**src/hdl/mpoc_pkg.sv**
```systemverilog
// Shared types and constants for the multi-phrase occurrence counter.
`timescale 1ns / 1ps

package mpoc_pkg;

    // Defaults for the top-level parameters
    localparam int NUM_PHRASES_DEF    = 4;
    localparam int MAX_PHRASE_LEN_DEF = 8;
    localparam int COUNT_WIDTH_DEF    = 32;

    // Phrases that have configuration registers behind them
    localparam int NUM_CFG_PHRASES = 4;

    localparam int CFG_INDEX_WIDTH = 4;
    localparam int CFG_DATA_WIDTH  = 64;
    localparam int PHRASE_WIDTH    = 64;
    localparam int LENGTH_WIDTH    = 4;
    localparam int BYTE_WIDTH      = 8;
    localparam int INDEX_WIDTH     = 2;
    localparam int RESULT_WIDTH    = 32;

    // Low bit of a register index picks the field within a phrase
    localparam logic CFG_FIELD_BYTES  = 1'b0;
    localparam logic CFG_FIELD_LENGTH = 1'b1;

    typedef struct packed {
        logic [PHRASE_WIDTH-1:0] phrase_bytes;
        logic [LENGTH_WIDTH-1:0] phrase_length;
    } phrase_cfg_t;

    typedef struct packed {
        logic [BYTE_WIDTH-1:0] stream_byte;
        logic                  end_of_stream;
    } in_item_t;

    typedef struct packed {
        logic [INDEX_WIDTH-1:0]  phrase_index;
        logic [RESULT_WIDTH-1:0] match_count;
        logic                    final_result;
    } out_item_t;

endpackage

```
**src/hdl/mpoc_cfg_regs.sv**
```systemverilog
// Phrase configuration register file.
`timescale 1ns / 1ps

module mpoc_cfg_regs #(
    parameter int NUM_PHRASES = mpoc_pkg::NUM_PHRASES_DEF
) (
    input  logic                                  clk,
    input  logic                                  rst_n,
    input  logic                                  cfg_valid,
    output logic                                  cfg_ready,
    input  logic [mpoc_pkg::CFG_INDEX_WIDTH-1:0]  cfg_index,
    input  logic [mpoc_pkg::CFG_DATA_WIDTH-1:0]   cfg_data,
    output mpoc_pkg::phrase_cfg_t                 phrase_cfg [NUM_PHRASES]
);
    import mpoc_pkg::*;

    phrase_cfg_t phrase_cfg_reg [NUM_PHRASES];
    logic        index_in_range;

    assign cfg_ready      = 1'b1;
    assign index_in_range = (int'(cfg_index) < 2 * NUM_CFG_PHRASES);
    assign phrase_cfg     = phrase_cfg_reg;

    always_ff @(posedge clk or negedge rst_n)
    begin
        if (!rst_n)
        begin
            for (int p = 0; p < NUM_PHRASES; p++)
            begin
                phrase_cfg_reg[p] <= '0;
            end
        end
        else if (cfg_valid && index_in_range)
        begin
            // Phrases beyond the register set are never written and stay disabled
            for (int p = 0; p < NUM_PHRASES; p++)
            begin
                if (p < NUM_CFG_PHRASES &&
                    int'(cfg_index[CFG_INDEX_WIDTH-1:1]) == p)
                begin
                    if (cfg_index[0] == CFG_FIELD_BYTES)
                    begin
                        phrase_cfg_reg[p].phrase_bytes <= cfg_data[PHRASE_WIDTH-1:0];
                    end
                    else
                    begin
                        phrase_cfg_reg[p].phrase_length <= cfg_data[LENGTH_WIDTH-1:0];
                    end
                end
            end
        end
    end

endmodule

```
**src/hdl/mpoc_match_core.sv**
```systemverilog
// Input register, byte window, parallel phrase compare and match counters.
`timescale 1ns / 1ps

module mpoc_match_core #(
    parameter int NUM_PHRASES    = mpoc_pkg::NUM_PHRASES_DEF,
    parameter int MAX_PHRASE_LEN = mpoc_pkg::MAX_PHRASE_LEN_DEF,
    parameter int COUNT_WIDTH    = mpoc_pkg::COUNT_WIDTH_DEF
) (
    input  logic                        clk,
    input  logic                        rst_n,
    input  logic                        in_valid,
    output logic                        in_stall,
    input  mpoc_pkg::in_item_t          in_item,
    input  mpoc_pkg::phrase_cfg_t       phrase_cfg [NUM_PHRASES],
    input  logic                        report_busy,
    output logic                        snap,
    output logic [COUNT_WIDTH-1:0]      snap_counts [NUM_PHRASES]
);
    import mpoc_pkg::*;

    localparam int FILL_W = $clog2(MAX_PHRASE_LEN + 1);

    logic                   s1_valid_reg;
    in_item_t               s1_item_reg;
    logic [BYTE_WIDTH-1:0]  window_reg  [MAX_PHRASE_LEN];
    logic [BYTE_WIDTH-1:0]  window_next [MAX_PHRASE_LEN];
    logic [FILL_W-1:0]      fill_reg;
    logic [FILL_W-1:0]      fill_next;
    logic [COUNT_WIDTH-1:0] count_reg  [NUM_PHRASES];
    logic [COUNT_WIDTH-1:0] count_next [NUM_PHRASES];
    logic [NUM_PHRASES-1:0] hit;
    logic                   fire;

    // Hold a final byte until the report buffer is free
    assign in_stall = s1_valid_reg && s1_item_reg.end_of_stream && report_busy;
    assign fire     = s1_valid_reg && !in_stall;
    assign snap     = fire && s1_item_reg.end_of_stream;

    always_comb
    begin
        window_next[0] = s1_item_reg.stream_byte;
        for (int k = 1; k < MAX_PHRASE_LEN; k++)
        begin
            window_next[k] = window_reg[k-1];
        end
        fill_next = (fill_reg == FILL_W'(MAX_PHRASE_LEN)) ? fill_reg : fill_reg + 1'b1;
    end

    always_comb
    begin
        int  len;
        logic ok;
        for (int p = 0; p < NUM_PHRASES; p++)
        begin
            len = int'(phrase_cfg[p].phrase_length);
            ok  = (len != 0) && (len <= MAX_PHRASE_LEN) && (len <= int'(fill_next));
            // Phrase byte i lines up with window entry len-1-i
            for (int i = 0; i < MAX_PHRASE_LEN; i++)
            begin
                for (int k = 0; k < MAX_PHRASE_LEN; k++)
                begin
                    if ((i + k + 1 == len) &&
                        (window_next[k] != phrase_cfg[p].phrase_bytes[BYTE_WIDTH*i +: BYTE_WIDTH]))
                    begin
                        ok = 1'b0;
                    end
                end
            end
            hit[p] = ok;
        end
    end

    always_comb
    begin
        for (int p = 0; p < NUM_PHRASES; p++)
        begin
            count_next[p] = (hit[p] && !(&count_reg[p])) ? count_reg[p] + 1'b1 : count_reg[p];
        end
    end

    assign snap_counts = count_next;

    always_ff @(posedge clk or negedge rst_n)
    begin
        if (!rst_n)
        begin
            s1_valid_reg <= 1'b0;
            fill_reg     <= '0;
            for (int p = 0; p < NUM_PHRASES; p++)
            begin
                count_reg[p] <= '0;
            end
        end
        else
        begin
            if (!in_stall)
            begin
                s1_valid_reg <= in_valid;
            end
            if (fire)
            begin
                if (s1_item_reg.end_of_stream)
                begin
                    // Drop history and counts once the report is captured
                    fill_reg <= '0;
                    for (int p = 0; p < NUM_PHRASES; p++)
                    begin
                        count_reg[p] <= '0;
                    end
                end
                else
                begin
                    fill_reg  <= fill_next;
                    count_reg <= count_next;
                end
            end
        end
    end

    always_ff @(posedge clk)
    begin
        if (!in_stall)
        begin
            s1_item_reg <= in_item;
        end
        if (fire)
        begin
            window_reg <= window_next;
        end
    end

endmodule

```
**src/hdl/mpoc_report.sv**
```systemverilog
// Report buffer and output register that hands out one count per beat.
`timescale 1ns / 1ps

module mpoc_report #(
    parameter int NUM_PHRASES = mpoc_pkg::NUM_PHRASES_DEF,
    parameter int COUNT_WIDTH = mpoc_pkg::COUNT_WIDTH_DEF
) (
    input  logic                   clk,
    input  logic                   rst_n,
    input  logic                   snap,
    input  logic [COUNT_WIDTH-1:0] snap_counts [NUM_PHRASES],
    output logic                   report_busy,
    output logic                   out_valid,
    input  logic                   out_stall,
    output mpoc_pkg::out_item_t    out_item
);
    import mpoc_pkg::*;

    localparam int IDX_W = (NUM_PHRASES > 1) ? $clog2(NUM_PHRASES) : 1;

    logic [COUNT_WIDTH-1:0]              rep_count_reg [NUM_PHRASES];
    logic                                busy_reg;
    logic [IDX_W-1:0]                    idx_reg;
    logic                                out_valid_reg;
    out_item_t                           out_item_reg;
    logic                                load;
    logic                                last;
    logic [COUNT_WIDTH+RESULT_WIDTH-1:0] count_ext;
    logic [IDX_W+INDEX_WIDTH-1:0]        idx_ext;

    assign report_busy = busy_reg;
    assign out_valid   = out_valid_reg;
    assign out_item    = out_item_reg;

    assign load      = busy_reg && (!out_valid_reg || !out_stall);
    assign last      = (idx_reg == IDX_W'(NUM_PHRASES - 1));
    assign count_ext = {{RESULT_WIDTH{1'b0}}, rep_count_reg[idx_reg]};
    assign idx_ext   = {{INDEX_WIDTH{1'b0}}, idx_reg};

    always_ff @(posedge clk or negedge rst_n)
    begin
        if (!rst_n)
        begin
            busy_reg      <= 1'b0;
            idx_reg       <= '0;
            out_valid_reg <= 1'b0;
        end
        else
        begin
            if (snap)
            begin
                busy_reg <= 1'b1;
                idx_reg  <= '0;
            end
            else if (load)
            begin
                busy_reg <= !last;
                idx_reg  <= last ? '0 : idx_reg + 1'b1;
            end

            if (load)
            begin
                out_valid_reg <= 1'b1;
            end
            else if (!out_stall)
            begin
                out_valid_reg <= 1'b0;
            end
        end
    end

    always_ff @(posedge clk)
    begin
        if (snap)
        begin
            rep_count_reg <= snap_counts;
        end
        if (load)
        begin
            out_item_reg.phrase_index <= idx_ext[INDEX_WIDTH-1:0];
            out_item_reg.match_count  <= count_ext[RESULT_WIDTH-1:0];
            out_item_reg.final_result <= last;
        end
    end

endmodule

```
**src/hdl/multi_phrase_occurrence_counter.sv**
```systemverilog
// Top level of the multi-phrase occurrence counter.
//
//  channel | signals                                  | direction | beat
//  --------+------------------------------------------+-----------+--------------------------
//  in      | in_valid, in_stall, in_item              | sink      | one stream byte
//  out     | out_valid, out_stall, out_item           | source    | one phrase count
//  cfg     | cfg_valid, cfg_ready, cfg_index, cfg_data| sink      | one register write
//
// One byte per cycle unless a final byte is held: a beat lands in the input register, and
// the window and counters take their update from that register when it fires.
// A final byte fills the report buffer, which drains one count per cycle through the output
// register while out_stall is low; a second final byte is held while the buffer drains.
// Reset clears counters, window fill, report state and all configuration registers.
// out_stall holds the output register; bytes flow on until a final byte meets a busy buffer.
`timescale 1ns / 1ps

module multi_phrase_occurrence_counter #(
    parameter int NUM_PHRASES    = mpoc_pkg::NUM_PHRASES_DEF,
    parameter int MAX_PHRASE_LEN = mpoc_pkg::MAX_PHRASE_LEN_DEF,
    parameter int COUNT_WIDTH    = mpoc_pkg::COUNT_WIDTH_DEF
) (
    input  logic                                 clk,
    input  logic                                 rst_n,
    input  logic                                 in_valid,
    output logic                                 in_stall,
    input  mpoc_pkg::in_item_t                   in_item,
    output logic                                 out_valid,
    input  logic                                 out_stall,
    output mpoc_pkg::out_item_t                  out_item,
    input  logic                                 cfg_valid,
    output logic                                 cfg_ready,
    input  logic [mpoc_pkg::CFG_INDEX_WIDTH-1:0] cfg_index,
    input  logic [mpoc_pkg::CFG_DATA_WIDTH-1:0]  cfg_data
);
    import mpoc_pkg::*;

    phrase_cfg_t            phrase_cfg  [NUM_PHRASES];
    logic                   report_busy;
    logic                   snap;
    logic [COUNT_WIDTH-1:0] snap_counts [NUM_PHRASES];

    mpoc_cfg_regs #(
        .NUM_PHRASES (NUM_PHRASES)
    ) u_cfg_regs (
        .clk        (clk),
        .rst_n      (rst_n),
        .cfg_valid  (cfg_valid),
        .cfg_ready  (cfg_ready),
        .cfg_index  (cfg_index),
        .cfg_data   (cfg_data),
        .phrase_cfg (phrase_cfg)
    );

    mpoc_match_core #(
        .NUM_PHRASES    (NUM_PHRASES),
        .MAX_PHRASE_LEN (MAX_PHRASE_LEN),
        .COUNT_WIDTH    (COUNT_WIDTH)
    ) u_match_core (
        .clk         (clk),
        .rst_n       (rst_n),
        .in_valid    (in_valid),
        .in_stall    (in_stall),
        .in_item     (in_item),
        .phrase_cfg  (phrase_cfg),
        .report_busy (report_busy),
        .snap        (snap),
        .snap_counts (snap_counts)
    );

    mpoc_report #(
        .NUM_PHRASES (NUM_PHRASES),
        .COUNT_WIDTH (COUNT_WIDTH)
    ) u_report (
        .clk         (clk),
        .rst_n       (rst_n),
        .snap        (snap),
        .snap_counts (snap_counts),
        .report_busy (report_busy),
        .out_valid   (out_valid),
        .out_stall   (out_stall),
        .out_item    (out_item)
    );

endmodule

```
**config.mk**
```make
export PLATFORM = sky130hd
export DESIGN_NAME = multi_phrase_occurrence_counter
export DESIGN_NICKNAME = d
export VERILOG_FILES = /design/src/hdl/mpoc_pkg.sv /design/src/hdl/mpoc_cfg_regs.sv /design/src/hdl/mpoc_match_core.sv /design/src/hdl/mpoc_report.sv /design/src/hdl/multi_phrase_occurrence_counter.sv
export SDC_FILE = /design/constraint.sdc
export NUM_CORES = 2
export LEC_CHECK = 0
export BUFFER_PORTS_ARGS = -buffer_cell sky130_fd_sc_hd__buf_2
export CORE_MARGIN = 8
export CORE_UTILIZATION = 43
export CTS_CLUSTER_DIAMETER = 80
export DETAILED_ROUTE_END_ITERATION = 10
export PLACE_DENSITY = 0.6
export SYNTH_ARGS = -nofsm -noshare
export SYNTH_HDL_FRONTEND = slang
export SYNTH_SLANG_ARGS = --single-unit
```
**constraint.sdc**
```tcl
create_clock -name clk -period 16.6 [get_ports clk]
set_input_delay 0 -clock clk [delete_from_list [all_inputs] [get_ports clk]]
set_output_delay 0 -clock clk [all_outputs]
set_load 0.1 [all_outputs]
```
==> results.py <==
metrics = {
    "timing": {
        "grt_setup_unrepaired": "no",
        "max_clock_freq_mhz": 176,
        "setup-violations-final": 0,
        "finalCritPeriodShare": 0.342,
        "worst_pin_slew_ns": 1.57,
        "relSlewSlack": -0.0573,
        "fin_worst_skew_ns": 0.0563,
        "fin_crit_ns": 5.68,
        "hold_violations": 0,
        "finalSetupTns_ns": 0,
        "timing.final.max_slew_violations": 4,
        "worst_hold_slack_ns": 0.0328,
    },
    "flow_run": {
        "max_cap_violations": 2,
    },
    "run_status": {
        "outcome": "finished, violations left",
        "failed_checks": "capacitance limit, slew limit",
    },
    "floorplanning": {
        "coreArea_um2": 114000,
        "floorplan.die.height_um": 355,
        "initial_core_utilization": 0.432,
        "floorplan.die.width_um": 355,
        "dieArea_um2": 126000,
        "top_level_ports": 120,
        "rows": 124,
    },
    "route": {
        "initialDrtViolationCount": 5574,
        "route.vias.total": 41500,
        "drtPass1Iterations": 6,
        "drtAntennaViolNets": 0,
        "post_drt_wl_per_cell_um": 32.4,
        "drt_drc_violations_left": 0,
        "route.detailed.vias_per_inst": 6.49,
        "routed_wirelength_mm": 207,
    },
    "synth": {
        "syn-cell-area_um2": 49400,
        "ys.warnings.count": 0,
        "yosysUniqueCellTypes": 85,
        "post_synth.cell_area_avg_um2": 9.90,
        "postSynthCellCount": 4988,
        "postSynthRegisterBits": 637,
        "synth_fp_nets": 5089,
        "postSynth.asyncResetShare": 0.642,
        "synth-edff-count": 228,
        "synth_ff_type": "dfrtp_1",
        "synth_seq_area_share": 0.346,
    },
    "global_routing": {
        "grt_pass1_vias": 39800,
        "grt_max_degree": 141,
        "globalRouteOverflowTotal": 0,
        "grt_pass1_wl_mm": 294,
        "grt_antenna_before_repair": 10,
        "grt_usage": 0.316,
    },
    "critical_path": {
        "reg2reg_slack_ns": 10.92,
        "r2r_start": "u_match_core.window_next[28]",
        "worstPathArrival_ns": 6.28,
        "crit_type": "reg -> reg",
        "launching_element_type_of_the_critical_path": "flop",
        "timing.rr.end": "u_match_core.count_reg[77]",
        "critical_path.cell_chain": "buf_4 > xnor2_1 > nand4_1 > nor4_1 > a21oi_1 > or4_1 > nor4_4 > buf_4 > nand3_1 > or4_1 > o211ai_1",
        "worstSetupEndpointType": "flop",
        "timing.critical_path.slowest_stage_cell": "edfxtp_1",
        "critical_path.max_stage_delay_ns": 0.92,
        "data_required_time_at_the_worst_endpoint_ns": 17.20,
        "worst_r2r_path_depth": 11,
        "critical_path.max_fanout": 23,
    },
    "placement": {
        "detailed_place.area_um2": 50000,
        "gp_congestion": 1.04,
        "buffer_ports.inserted": 118,
        "dpl.hpwl_mm": 139,
    },
    "cells_and_area": {
        "layout_common_cells": "xnor2_1, xor2_1, dfrtp_1",
        "postLayoutCellArea_um2": 53600,
        "largest_reg_flops": 272,
        "areaGrowthSynthToFinish_pct": 8.49,
        "nNetsFinal": 4909,
        "final.fill_count": 10800,
        "most_common_cell_after_layout_fill_and_taps_aside": "xnor2_1",
        "share_of_cells_above_drive_strength_1": 0.145,
    },
    "clock_tree": {
        "numCtsBuffers": 77,
        "ctsHtreeMaxLevel": 3,
        "clockRootBuffer": "clkbuf_16",
        "cts_buffer_depth": 3,
        "clock_latency_of_the_later_clocked_register_in_the_worst_skew_pair_ns": 0.70,
        "numClockSinks": 637,
        "tritoncts": "done",
        "path_clk_slew_ns": 0.06,
    },
    "power_and_ir_drop": {
        "power-per-cell-area_nw_per_um2": 160,
        "vdd_ir_drop_max_uv": 111,
        "total_leakage_power_nw": 19.6,
    },
    "worst_hold_path": {
        "worst_hold_path_type": "in -> reg",
        "holdPathEnd": "u_match_core.s1_item_reg[1]",
        "cells_on_worst_hold_path": 2,
        "min_from": "in_item[1]",
    },
}
-- layer usage --
metal / GRT usage / share of wire / wire length [µm]
met1: 0.415 / 0.39 / 81000
met2: 0.460 / 0.42 / 86500
met3: 0.0847 / 0.11 / 23500
met4: 0.200 / 0.076 / 15600
met5: 0 / 0 / 0
-- final cells by class --
cell class | instances | area, µm² | area share
antenna | 3 | 7.51 | 0.000140
clock buffer | 108 | 2210 | 0.0413
clock inverter | 33 | 452 | 0.00843
inverter | 57 | 219 | 0.00409
multi-input combinational | 3712 | 29300 | 0.547
sequential | 637 | 17100 | 0.319
tap | 1512 | 1890 | 0.0353
timing repair buffer | 323 | 2390 | 0.0447
-- report_power, final --
group          total [mW]  internal, mW  switching [mW]  leakage [nW]
clock network        1.77          1.03           0.742          1.29
registers            2.90          1.97           0.934          7.43
logic                3.87          1.54            2.34          10.9
total                8.55          4.53            4.01          19.6
-- synthesized netlist by cell type (15+ instances only) --
master,number,area share
a21oi_1,43,0.0044
a31oi_1,23,0.0029
and3_1,38,0.0048
buf_1,74,0.0056
buf_2,152,0.015
buf_4,40,0.0061
buf_6,38,0.0087
clkbuf_1,277,0.021
dfrtp_1,409,0.21
edfxtp_1,228,0.14
ha_1,19,0.0048
inv_1,55,0.0042
mux2_2,277,0.063
mux4_2,32,0.015
nand2_1,202,0.015
nand3_1,110,0.011
nand4_1,306,0.039
nor2_1,128,0.0097
nor2b_1,15,0.0019
nor3_1,60,0.0061
nor4_1,241,0.031
o211ai_1,35,0.0053
o21ai_0,74,0.0075
o22ai_1,19,0.0024
o31ai_1,19,0.0029
or4_1,33,0.0050
xnor2_1,1018,0.18
xor2_1,773,0.14
-- worst max-delay path: cells and delay by family (launching register included) --
kind	cells	cell delay, ns
buffers and inverters	2	0.93
and+or+nand+nor	6	3.26
xor gates and xnor gates	1	0.18
AOI/OAI and AO/OA	2	0.25
DFF	1	0.92
-- stage by stage --
step / std cells / utilization / power [mW] / setup slack, ns
6_report: 6385 / 0.469 / 8.55 / 10.92
4_1_cts: 6382 / 0.469 / 8.42 / 11.22
3_5_place_dp: 6152 / 0.438 / 6.62 / 11.24
2_1_floorplan: 4988 / - / 5.46 / 9.47
5_1_grt: 6382 / 0.469 / 8.81 / 10.87
3_3_place_gp: 6152 / 0.438 / 6.57 / 11.35
-- how the worst max path moves through the flow --
stage                                  from                    endpoint  cells past startpoint
6_report       u_match_core.window_next[28]  u_match_core.count_reg[77]                     11
5_1_grt        u_match_core.window_next[28]  u_match_core.count_reg[79]                     11
4_1_cts        u_match_core.window_next[42]  u_match_core.count_reg[79]                     11
3_5_place_dp   u_match_core.window_next[42]  u_match_core.count_reg[79]                     11
3_3_place_gp   u_match_core.window_next[42]  u_match_core.count_reg[79]                     11
2_1_floorplan   u_match_core.s1_item_reg[0]   u_report.rep_count_reg[0]                      5
-- cell families (layout without fill, tap and decap cells) --
family,count (synthesis),after routing,share of synthesized area
compound gates,363,363,0.0530
xor+xnor,1791,1791,0.318
fa+ha+maj,20,20,0.00502
buf+inv,639,521,0.0613
flops,637,637,0.346
mux,322,322,0.0804
other cells,1,4,0.0000759
simple gates,1215,1215,0.137
-- timing repair --
action | in CTS | in global routing
gates resized for setup | 0 | 0
setup buffers | 0 | 0
setup endpoints to repair | 0 | 0
endpoints found under the hold margin | 359 | 0
hold buffers | 89 | 0
Power figures use the tool's default switching activity.
